===== src/rtl/core/ptrm_pkg.sv =====
// shared constants, types and helpers of the pixel tint and row mirror block
package ptrm_pkg;

    localparam int MAX_WIDTH       = 1024;
    localparam int COL_W           = $clog2(MAX_WIDTH);
    localparam int ADDR_W          = $clog2(2 * MAX_WIDTH);
    localparam int DEPTH           = 2 * MAX_WIDTH;
    localparam int CFG_W           = 11;
    localparam int CHAN_W          = 8;
    localparam int PIX_W           = 3 * CHAN_W;
    localparam int RESET_ROW_WIDTH = 1024;
    localparam int ROW_MOD         = 7;
    localparam int COL_MOD         = 9;
    localparam int ROW_MOD_W       = $clog2(ROW_MOD);
    localparam int COL_MOD_W       = $clog2(COL_MOD);

    localparam logic CMD_PIXEL = 1'b0;
    localparam logic CMD_IDLE  = 1'b1;

    typedef struct packed {
        logic              we;
        logic [ADDR_W-1:0] waddr;
        logic [PIX_W-1:0]  wdata;
        logic              re;
        logic [ADDR_W-1:0] raddr;
    } ram_req_t;

    function automatic logic [ADDR_W-1:0] line_addr(input logic bank,
                                                    input logic [COL_W-1:0] col);
        return ADDR_W'(col) + (bank ? ADDR_W'(MAX_WIDTH) : ADDR_W'(0));
    endfunction

endpackage


===== src/rtl/core/ptrm_out.sv =====
// read data holding slot and output register with backpressure
module ptrm_out
(
    input  logic                       clk,
    input  logic                       rst_n,
    input  logic                       rd_fire,
    input  logic                       rd_last,
    input  logic [ptrm_pkg::PIX_W-1:0] rd_data,
    input  logic                       m_tready,
    output logic                       m_tvalid,
    output logic [ptrm_pkg::PIX_W-1:0] m_tdata,
    output logic                       m_tlast,
    output logic                       space
);

    logic                       rd_valid_reg, rd_valid_next;
    logic                       rd_last_reg;
    logic                       out_valid_reg, out_valid_next;
    logic [ptrm_pkg::PIX_W-1:0] out_data_reg;
    logic                       out_last_reg;
    logic                       move;

    always_comb
    begin
        move  = rd_valid_reg && (!out_valid_reg || m_tready);
        space = !rd_valid_reg || !out_valid_reg || m_tready;

        rd_valid_next = rd_fire ? 1'b1 : (move ? 1'b0 : rd_valid_reg);

        if (move)
        begin
            out_valid_next = 1'b1;
        end
        else if (m_tready)
        begin
            out_valid_next = 1'b0;
        end
        else
        begin
            out_valid_next = out_valid_reg;
        end
    end

    always_ff @(posedge clk or negedge rst_n)
    begin
        if (!rst_n)
        begin
            rd_valid_reg  <= 1'b0;
            out_valid_reg <= 1'b0;
        end
        else
        begin
            rd_valid_reg  <= rd_valid_next;
            out_valid_reg <= out_valid_next;
        end
    end

    always_ff @(posedge clk)
    begin
        if (rd_fire)
        begin
            rd_last_reg <= rd_last;
        end
        if (move)
        begin
            out_data_reg <= rd_data;
            out_last_reg <= rd_last_reg;
        end
    end

    assign m_tvalid = out_valid_reg;
    assign m_tdata  = {out_data_reg[7:0], out_data_reg[15:8], out_data_reg[23:16]};
    assign m_tlast  = out_last_reg;

endmodule


===== config.mk =====
export PLATFORM = sky130hd
export DESIGN_NAME = ptrm_out
export DESIGN_NICKNAME = d
export VERILOG_FILES = /design/src/rtl/core/ptrm_pkg.sv /design/src/rtl/core/ptrm_out.sv
export SDC_FILE = /design/constraint.sdc
export NUM_CORES = 1
export LEC_CHECK = 0
export BUFFER_PORTS_ARGS = -buffer_cell sky130_fd_sc_hd__buf_4
export CAP_MARGIN = 25
export CELL_PAD_IN_SITES_DETAIL_PLACEMENT = 1
export CELL_PAD_IN_SITES_GLOBAL_PLACEMENT = 2
export CORE_ASPECT_RATIO = 0.8
export CORE_MARGIN = 2
export CORE_UTILIZATION = 23
export DETAILED_ROUTE_END_ITERATION = 10
export PLACE_DENSITY = 0.81
export REMOVE_ABC_BUFFERS = 1
export SYNTH_ARGS = -nofsm -noshare
export SYNTH_HDL_FRONTEND = slang
export SYNTH_SLANG_ARGS = --single-unit

===== constraint.sdc =====
create_clock -name clk -period 1.5 [get_ports clk]
set_input_delay 0.3 -clock clk [delete_from_list [all_inputs] [get_ports clk]]
set_output_delay 0.3 -clock clk [all_outputs]
set_load 0.05 [all_outputs]

# ---- Word level (Yosys, flattened, before mapping)
# Index checks and enable logic that the tools add are counted.
dict set report op_classes {
  muxes 4
  reduce_logical 8
}
# operator n
set op_table {}
lappend op_table {{$mux 1} 4}
lappend op_table {{$reduce_bool 2->1} 2}
lappend op_table {{$logic_or 1x1->1} 3}
lappend op_table {{$logic_not 1->1} 2}
lappend op_table {{$logic_and 1x1->1} 1}
dict set report word_totals {
  register_bits 28
  inputBits 29
  out_inout_bits 27
  word_cells 17
}

# ---- Depth between registers and ports, before layout
# Gate-level depths: netlist (run 1).
dict set report depth {
  depth_word 5
  mapped_depth 2
  mapped_depth_nobuf 2
}

# ---- Least setup slack after synthesis (run 1)
# Ideal clock, no wire load.
dict set report synth_timing {
  kind {register to register}
  from {reg out_valid_reg, in the netlist m_tvalid}
  to {reg out_last_reg, in the netlist m_tlast, enable pin}
  setup_time_ps 384
  arrival_time_ps 1372
  path_slack_ps -256
  stages_incl_launch_ff 3
  n_path_buf 0
  period_less_slack_ps 1756
  path_cell_list {dfrtp_1 nand2b_1 and2_1}
}
dict set report synth_between {
  elab_chain_len 3
}
# item line
set synth_lines {}
lappend synth_lines {{start: declaration} ptrm_out.sv:18} ;# logic out_valid_reg, out_valid_next;
lappend synth_lines {{start signal: assignment} ptrm_out.sv:54} ;# out_valid_reg <= out_valid_next;
lappend synth_lines {{$logic_not 1->1} ptrm_out.sv:25} ;# move = rd_valid_reg && (!out_valid_reg || m_tready);
lappend synth_lines {{$logic_or 1x1->1} ptrm_out.sv:25}
lappend synth_lines {{$logic_and 1x1->1} ptrm_out.sv:25}
lappend synth_lines {{net move} ptrm_out.sv:21} ;# logic move;
lappend synth_lines {{end signal: assignment} ptrm_out.sv:67} ;# out_last_reg <= rd_last_reg;
lappend synth_lines {{end: declaration} ptrm_out.sv:20} ;# logic out_last_reg;
# The timed path passes the listed nets, and every way through them passes these cells.
# A chain may end at the register's enable or synchronous reset.

# ---- Worst setup path in the final report (run 1)
dict set report layout_timing {
  from {reg out_valid_reg, in the netlist m_tvalid}
  to {out space}
}
dict set report layout_between {
  elab_chain_len 3
}
# item line
set layout_lines {}
lappend layout_lines {{$logic_not 1->1} ptrm_out.sv:26} ;# space = !rd_valid_reg || !out_valid_reg || m_tready;
lappend layout_lines {{$logic_or 1x1->1 (2 in a row)} ptrm_out.sv:26}
lappend layout_lines {{end: declaration} ptrm_out.sv:13} ;# output logic space
# Every way passes these cells.

==> impl_metrics.yaml, run 1 <==
layout:
  largest_reg_flops: 24
  areaGrowthSynthToFinish_pct: 60.9
  layout-drive-gt1-share: 0.621
  antenna_cells: 0
  fin_nets: 125
  post-route-cell-area_um2: 1400
setup_path:
  setup.worst_path.end_class: "primary output"
  cp_slowest_cell: "dfrtp_1"
  crit_path_start_kind: "register"
  timing.critical_path.cells: "nor2b_1, nand2_1, buf_4"
  critical-path-max-stage-delay_ps: 380
  req_time_crit_path_ps: 1200
  critical_path_cell_count: 3
  cp_max_fo: 3
  timing.reg2reg.worst_path_depth: 3
  worstReg2RegStart: "m_tvalid$_DFFE_PN0P_"
  timing.critical_path.arrival_ps: 1100
  reg2reg_setup_slack_ps: 220
  critical_path.n_buffers_inverters: 1
  regToRegEndpoint: "out_data_reg[19]$_DFFE_PP_"
  critPathTopFamily: "flip-flops"
  critPathKind: "reg -> out"
drt:
  drt_first_pass_iters: 3
  vias: 542
  routed_wl_mm: 1.90
  post_drt_wl_per_cell_um: 13.8
  drcViolationCount: 0
  routed_via_density: 3.96
  route.antenna.remaining_nets: 0
  drt_first_iter_violations: 81
placed_design:
  port-buffer-count: 55
  post_place_setup_slack_ps: 187
  dpl-instance-area_um2: 1340
  place_congestion: 0.661
clock_network:
  cts_made_buffers: 3
  cts_buffer_depth: 2
  insertion_delay_ps: 260
  postCtsSetupRepairBufs: 0
  clkTransAtPathRegs_ps: 90
  ctsRootBufferMaster: "clkbuf_8"
  tritoncts_num_sinks: 28
  cts_tree: "yes"
  htreeDepth: 1
  ctsResizeCount: 0
yosys:
  register_bit_count_reported_by_yosys: 28
  mappedNetlistArea_um2: 867
  synth.avg_cell_area_um2: 25.5
  yosys_warnings: 0
  syn-instance-count: 34
  number_of_distinct_library_cells_after_synthesis: 7
  synth-seq-area-share: 0.958
sta:
  period_utilization: 0.933
  relative_max_transition_margin: 0.789
  tightest_slew_ps: 316
  timing_max_transition_violations_final: 0
  unrepaired_setup_endpoints_after_global_routing: "no"
  achievable_clock_frequency_mhz: 715
  timing.final.setup_violations: 0
  totalNegativeSetupSlack_ps: 0
  final.setup.worst_slack_ps: 101
  skew_ps: 0.822
  final-hold-violation-count: 0
  layout_min_cycle_time_ps: 1400
power_and_ir_drop:
  power.ir.vdd_worst_uv: 363
  power_leakage_nw: 0.585
  power.density_cell_area_nw_per_um2: 1210
die:
  rows: 19
  core_area_um2: 3520
  die_ht_um: 58.9
  die_width_um: 72.6
  design.die.area_um2: 4280
  initial_utilization: 0.246
  io_pins: 56
global_route:
  grtUsageTotal: 0.0886
  globalRoute.totalOverflow: 0
  first_global_vias: 547
  grt_max_degree: 26
  number_of_antenna_violations_at_the_first_check_in_global_routing: 0
  grt_pass1_wl_mm: 2.77
run:
  cap_viol_max_count: 0
hold_path:
  holdPathEnd: "out_data_reg[0]$_DFFE_PP_"
  hp-class: "in -> reg"
  hold_depth: 1
  min_from: "rd_data[0]"
status:
  status: "completed"
kinds of logic after synthesis:
logic type | share of synthesized area
compound gates | 0.00866
simple gates | 0.0332
flops | 0.958
metrics by stage:
step / std cells / power, mW / hold slack (ps) / utilization
finish: 137 / 1.69 / 205 / 0.397
floorplan: 34 / 1.17 / 4.41 / -
CTS: 137 / 1.72 / 195 / 0.397
detailed placement: 132 / 1.32 / 84.8 / 0.381
global placement: 132 / 1.31 / 82.6 / 0.381
global route: 137 / 1.76 / 188 / 0.397
layout make-up:
type | instances | area, µm²
fillers | 358 | 2120
flip-flops and latches | 28 | 831
repair buffers | 57 | 430
well taps | 42 | 52.6
clock buffers | 3 | 41.3
multi-input cells | 6 | 36.3
clock inverters | 1 | 3.75
worst register-to-register path, delay by kind of cell (launching register included):
family	cells	cell delay (ps)
DFF	1	400
and+or+nand+nor	2	250
buffers and inverters	1	310
metal layers:
layer	track usage	up-vias	wire (µm)	part of all wire
li1	-	251	-	-
met1	0.100	258	728	0.38
met2	0.155	33	962	0.51
met3	0.0325	0	206	0.11
met4	0.0317	0	0	0
met5	0	-	0	0
power by group:
| part | total, mW | switching [mW] | internal (mW) |
|---|---|---|---|
| combinational | 0.358 | 0.239 | 0.119 |
| clock | 0.394 | 0.211 | 0.183 |
| sequential | 0.939 | 0.0170 | 0.922 |
| total | 1.69 | 0.468 | 1.22 |
cells in the final DEF, fill, tap and decap left out:
master         netlist  layout
buf_4                0      56
edfxtp_1            26      26
clkbuf_8             0       3
nand2b_1             2       2
dfrtp_1              2       2
and2_1               1       1
nor2b_1              1       1
a21o_1               1       1
nand2_1              1       1
clkinv_1             0       1
dlygate4sd3_1        0       1
cells in the mapped netlist, drive strengths merged:
library cell	n	area share
edfxtp	26	0.90
dfrtp	2	0.058
nand2b	2	0.014
a21o	1	0.0087
and2	1	0.0072
nand2	1	0.0043
nor2b	1	0.0072
repair_timing:
action                                  CTS  global route
hold endpoints to repair                  2             0
hold buffers                              1             0
endpoints found under the setup margin    0             0
how the worst max path moves through the flow:
stage,endpoint,startpoint,slack [ps]
after global placement,out_data_reg[22]$_DFFE_PP_,m_tready,270
final,space,m_tvalid$_DFFE_PN0P_,100
after CTS,space,m_tvalid$_DFFE_PN0P_,90
after detailed placement,out_data_reg[16]$_DFFE_PP_,m_tready,190
after global routing,space,m_tvalid$_DFFE_PN0P_,40
after floorplan,m_tlast$_DFFE_PP_,m_tvalid$_DFFE_PN0P_,-260
Note: power is estimated with default switching activity, not from simulation.
==> run 2: changes to the inputs <==
- ABC_CLOCK_PERIOD_IN_PS: unset -> 1750
- BUFFER_PORTS_ARGS: -buffer_cell sky130_fd_sc_hd__buf_4 -> -buffer_cell sky130_fd_sc_hd__buf_2
- CORE_UTILIZATION: 23 -> 28
- PLACE_DENSITY: 0.81 -> 0.91
- clock period: 1.5 -> 1.75 ns (I/O delays scaled with it)
==> impl_metrics.yaml, run 2 (synthesis gave the netlist of run 1 again) <==
run:
  cap_viol_max_count: 0
clock_network:
  cts_buffer_depth: 2
  ctsRootBufferMaster: "clkbuf_8"
  htreeDepth: 1
  cts_made_buffers: 3
  clkTransAtPathRegs_ps: 90
  cts_tree: "yes"
  ctsResizeCount: 0
  insertion_delay_ps: 270
  tritoncts_num_sinks: 28
power_and_ir_drop:
  share_clk_of_total_power: 0.314
  power.ir.vdd_worst_uv: 537
  power_report.internal_total_mw: 1.16
  pwr-share-comb: 0.172
  power.share.switching: 0.257
  p_sw_mw: 0.402
  share_seq_of_total_power: 0.514
  power_leakage_nw: 0.552
  p_total_mw: 1.56
  power.density_cell_area_nw_per_um2: 1210
setup_path:
  setup.worst_path.end_class: "primary output"
  timing.reg2reg.worst_path_depth: 3
  cp_slowest_cell: "dfrtp_1"
  critPathKind: "reg -> out"
  cp_max_fo: 3
  timing.critical_path.cells: "nor2b_1, nand2_1, buf_2"
  crit_path_start_kind: "register"
  timing.critical_path.arrival_ps: 1120
  critical-path-max-stage-delay_ps: 390
  req_time_crit_path_ps: 1400
sta:
  timing_max_transition_violations_final: 0
  layout_min_cycle_time_ps: 1470
  skew_ps: 3.10
  tightest_slew_ps: 252
  unrepaired_setup_endpoints_after_global_routing: "no"
  period_utilization: 0.840
  final-hold-violation-count: 0
  timing.final.setup_violations: 0
  relative_max_transition_margin: 0.833
  achievable_clock_frequency_mhz: 680
global_route:
  first_global_vias: 541
  grtUsageTotal: 0.0951
  number_of_antenna_violations_at_the_first_check_in_global_routing: 0
  grt_max_degree: 26
  grt_pass1_wl_mm: 2.35
  globalRoute.totalOverflow: 0
placed_design:
  dpl-instance-area_um2: 1210
  place_congestion: 0.619
  port-buffer-count: 55
  placed_cells: 130
layout:
  most-common-layout-cells: "buf_2 (55), edfxtp_1 (26), clkbuf_8 (3)"
  largest_reg_flops: 24
  seq_area_um2: 831
  layout-drive-gt1-share: 0.632
  leading_cell_type_in_the_layout_fill_and_taps_excluded: "buf_2"
  layoutNonFillerInstCount: 135
  multiInputGateArea_um2: 36.3
  fin_nets: 125
  antenna_cells: 0
  layout.filler_cells: 330
  post-route-cell-area_um2: 1290
  finish.utilization: 0.429
  areaGrowthSynthToFinish_pct: 49.2
drt:
  drt_first_pass_iters: 2
  vias: 540
  routed_via_density: 4.00
  route.antenna.remaining_nets: 0
  drt_first_iter_violations: 18
  routed_wl_mm: 1.70
  post_drt_wl_per_cell_um: 12.6
  drcViolationCount: 0
hold_path:
  hold_depth: 1
  hp-class: "in -> reg"
die:
  initial_utilization: 0.287
  die_width_um: 66.2
  design.die.area_um2: 3560
  die_ht_um: 53.8
  core_area_um2: 3020
  io_pins: 56
  rows: 18
status:
  status: "completed"
## run 2: cell types whose count changed in the layout (fill, tap and decap cells not counted), sizes merged
cell | before | now
bufinv | 0 | 1
clkinv | 1 | 0
## run 2: stage by stage
stage | hold WS [ps] | TNS [ps] | setup WS [ps]
2_1_floorplan | 54.4 | -141 | -5.65
3_3_place_gp | 134 | 0 | 553
3_5_place_dp | 139 | 0 | 479
4_1_cts | 244 | 0 | 259
5_1_grt | 239 | 0 | 208
6_report | 253 | 0 | 280
## run 2: final timing paths
| check | startpoint | endpoint | slack (ps) |
|---|---|---|---|
| worst max-delay path | m_tvalid$_DFFE_PN0P_ | space | 280 |
| worst min-delay path | rd_data[14] | out_data_reg[14]$_DFFE_PP_ | 250 |
| worst max register to register | m_tvalid$_DFFE_PN0P_ | out_data_reg[8]$_DFFE_PP_ | 570 |
| worst min register to register | rd_last_reg$_DFFE_PP_ | m_tlast$_DFFE_PP_ | 440 |
| max in group asynchronous | rst_n | rd_valid_reg$_DFFE_PN0P_ | 1260 |
| min in group asynchronous | rst_n | m_tvalid$_DFFE_PN0P_ | 390 |
## run 2: final cells by class
class | instances | share of cell area
clock buffer | 3 | 0.0319
clock inverter | 1 | 0.0232
multi-input combinational | 6 | 0.0280
sequential | 28 | 0.642
tap | 40 | 0.0387
timing repair buffer | 57 | 0.236
## run 2: timing repair
action / 4_1_cts / 5_1_grt
hold buffers: 1 / 0
endpoints found under the setup margin: 0 / 0
buffers inserted: 0 / 0
endpoints found under the hold margin: 2 / 0
## run 2: power groups by stage
stage	combinational, mW	clock, mW	sequential, mW
after global placement	0.267	0	0.816
after floorplan	0.0284	0	0.973
after global routing	0.284	0.530	0.807
final	0.270	0.490	0.803
after CTS	0.274	0.507	0.804
after detailed placement	0.271	0	0.819
## run 2: worst max-delay path: cells and delay by family, from the launching register on
family,cells,cell delay (ps)
buffers and inverters,1,250
flip-flops,1,390
AND/OR/NAND/NOR,2,210
## run 2: per-layer routing
layer	wire length, µm	vias to the layer above	GRT usage
li1	-	250	-
met1	557	257	0.0919
met2	944	33	0.190
met3	201	0	0.0523
met4	0	0	0
met5	0	-	0
==> run 3: changes to the inputs <==
- ABC_CLOCK_PERIOD_IN_PS: 1750 -> 1300
- CORE_UTILIZATION: 28 -> 23
- PLACE_DENSITY: 0.91 -> 0.81
- clock period: 1.75 -> 1.3 ns (I/O delays scaled with it)
==> impl_metrics.yaml, run 3 (synthesis gave the netlist of run 1 again) <==
placed_design:
  dpl-instance-area_um2: 1210
  place_congestion: 0.658
  post_place_setup_slack_ps: 145
  port-buffer-count: 55
sta:
  timing_max_transition_violations_final: 0
  totalNegativeSetupSlack_ps: 0
  layout_min_cycle_time_ps: 1290
  period_utilization: 0.989
  final-hold-violation-count: 0
  achievable_clock_frequency_mhz: 778
  unrepaired_setup_endpoints_after_global_routing: "yes"
  relative_max_transition_margin: 0.827
  timing.final.setup_violations: 0
  tightest_slew_ps: 262
  final.setup.worst_slack_ps: 14.6
  skew_ps: 6.56
drt:
  met3RoutedLength_um: 237
  routedLengthMet1_um: 713
  drcViolationCount: 0
  route.antenna.remaining_nets: 0
  dr_top_layer: "met4"
  dr_wl_met2_um: 935
  routed_wl_mm: 1.90
  routed_via_density: 3.99
  vias: 554
  drt_first_pass_iters: 4
  drt_first_iter_violations: 53
  post_drt_wl_per_cell_um: 13.6
layout:
  fin_nets: 127
  most-common-layout-cells: "buf_2 (53), edfxtp_1 (26), clkbuf_8 (4)"
  layout.filler_cells: 382
  leading_cell_type_in_the_layout_fill_and_taps_excluded: "buf_2"
  seq_area_um2: 831
  layout-drive-gt1-share: 0.680
  multiInputGateArea_um2: 56.3
  antenna_cells: 0
  post-route-cell-area_um2: 1340
  largest_reg_flops: 24
  areaGrowthSynthToFinish_pct: 54.7
die:
  die_width_um: 72.6
  rows: 19
  die_ht_um: 58.9
  design.die.area_um2: 4280
  core_area_um2: 3520
  io_pins: 56
  initial_utilization: 0.246
clock_network:
  clkTransAtPathRegs_ps: 90
  cts_tree: "yes"
  insertion_delay_ps: 270
  cts_buffer_depth: 2
  cts_made_buffers: 3
  tritoncts_num_sinks: 28
  ctsRootBufferMaster: "clkbuf_8"
  htreeDepth: 1
setup_path:
  critical-path-max-stage-delay_ps: 400
  timing.critical_path.cells: "nor2b_4, nand2_2, buf_6"
  critPathTopFamily: "flip-flops"
  critPathKind: "reg -> out"
  cp_max_fo: 2
  req_time_crit_path_ps: 1040
  crit_path_start_kind: "register"
  cp_slowest_cell: "dfrtp_1"
  critical_path.n_buffers_inverters: 1
  timing.critical_path.arrival_ps: 1030
  setup.worst_path.end_class: "primary output"
hold_path:
  hp-class: "in -> reg"
power_and_ir_drop:
  power.ir.vdd_worst_uv: 422
  power.share.switching: 0.275
  pwr-share-comb: 0.201
  share_seq_of_total_power: 0.541
  power_report.internal_total_mw: 1.45
  p_sw_mw: 0.549
  power.density_cell_area_nw_per_um2: 1490
  power_leakage_nw: 0.582
  share_clk_of_total_power: 0.258
global_route:
  grt_pass1_wl_mm: 2.68
  number_of_antenna_violations_at_the_first_check_in_global_routing: 0
  first_global_vias: 565
  grtUsageTotal: 0.0877
  grt_max_degree: 26
  globalRoute.totalOverflow: 0
status:
  status: "completed"
run:
  cap_viol_max_count: 0
[run 3: through the flow]
step / power (mW) / utilization / instances / hold slack [ps]
after CTS: 1.99 / 0.370 / 138 / 157
after global routing: 2.07 / 0.381 / 139 / 148
after floorplan: 1.35 / - / 34 / -35.6
final: 2.00 / 0.381 / 139 / 161
after global placement: 1.46 / 0.345 / 132 / 44.5
after detailed placement: 1.47 / 0.345 / 132 / 48.3
[run 3: final cells by class]
cell class              instances  share of cell area
clock buffers                   4              0.0410
multi-input cells               6              0.0420
flip-flops and latches         28               0.619
well taps                      42              0.0392
repair buffers                 59               0.258
[run 3: timing repair]
item                                    in CTS  in global routing
setup buffers                                1                  0
hold endpoints to repair                     2                  0
gates resized for setup                      4                  6
cloned                                       0                  1
endpoints found under the setup margin       1                 27
hold buffers                                 1                  0
[run 3: final timing paths]
kind	start	to	slack, ps	cells after the start
worst max register to register	m_tvalid$_DFFE_PN0P_	out_data_reg[8]$_DFFE_PP_	70	4
min in group asynchronous	rst_n	rd_valid_reg$_DFFE_PN0P_	310	2
worst max-delay path	m_tvalid$_DFFE_PN0P_	space	10	3
worst min-delay path	rd_data[1]	out_data_reg[1]$_DFFE_PP_	160	1
worst min register to register	rd_last_reg$_DFFE_PP_	m_tlast$_DFFE_PP_	440	0
max in group asynchronous	rst_n	m_tvalid$_DFFE_PN0P_	900	2
[run 3: power groups by stage]
stage	clock network [mW]	registers [mW]	logic (mW)
2_1_floorplan	0	1.31	0.0383
3_3_place_gp	0	1.10	0.359
3_5_place_dp	0	1.10	0.365
4_1_cts	0.530	1.08	0.379
5_1_grt	0.563	1.09	0.419
6_report	0.516	1.08	0.401
[run 3: layer usage]
layer,global-route usage,vias to the layer above
met5,0,-
met4,0.0397,0
met3,0.0342,2
met2,0.156,35
met1,0.0921,262
li1,-,255
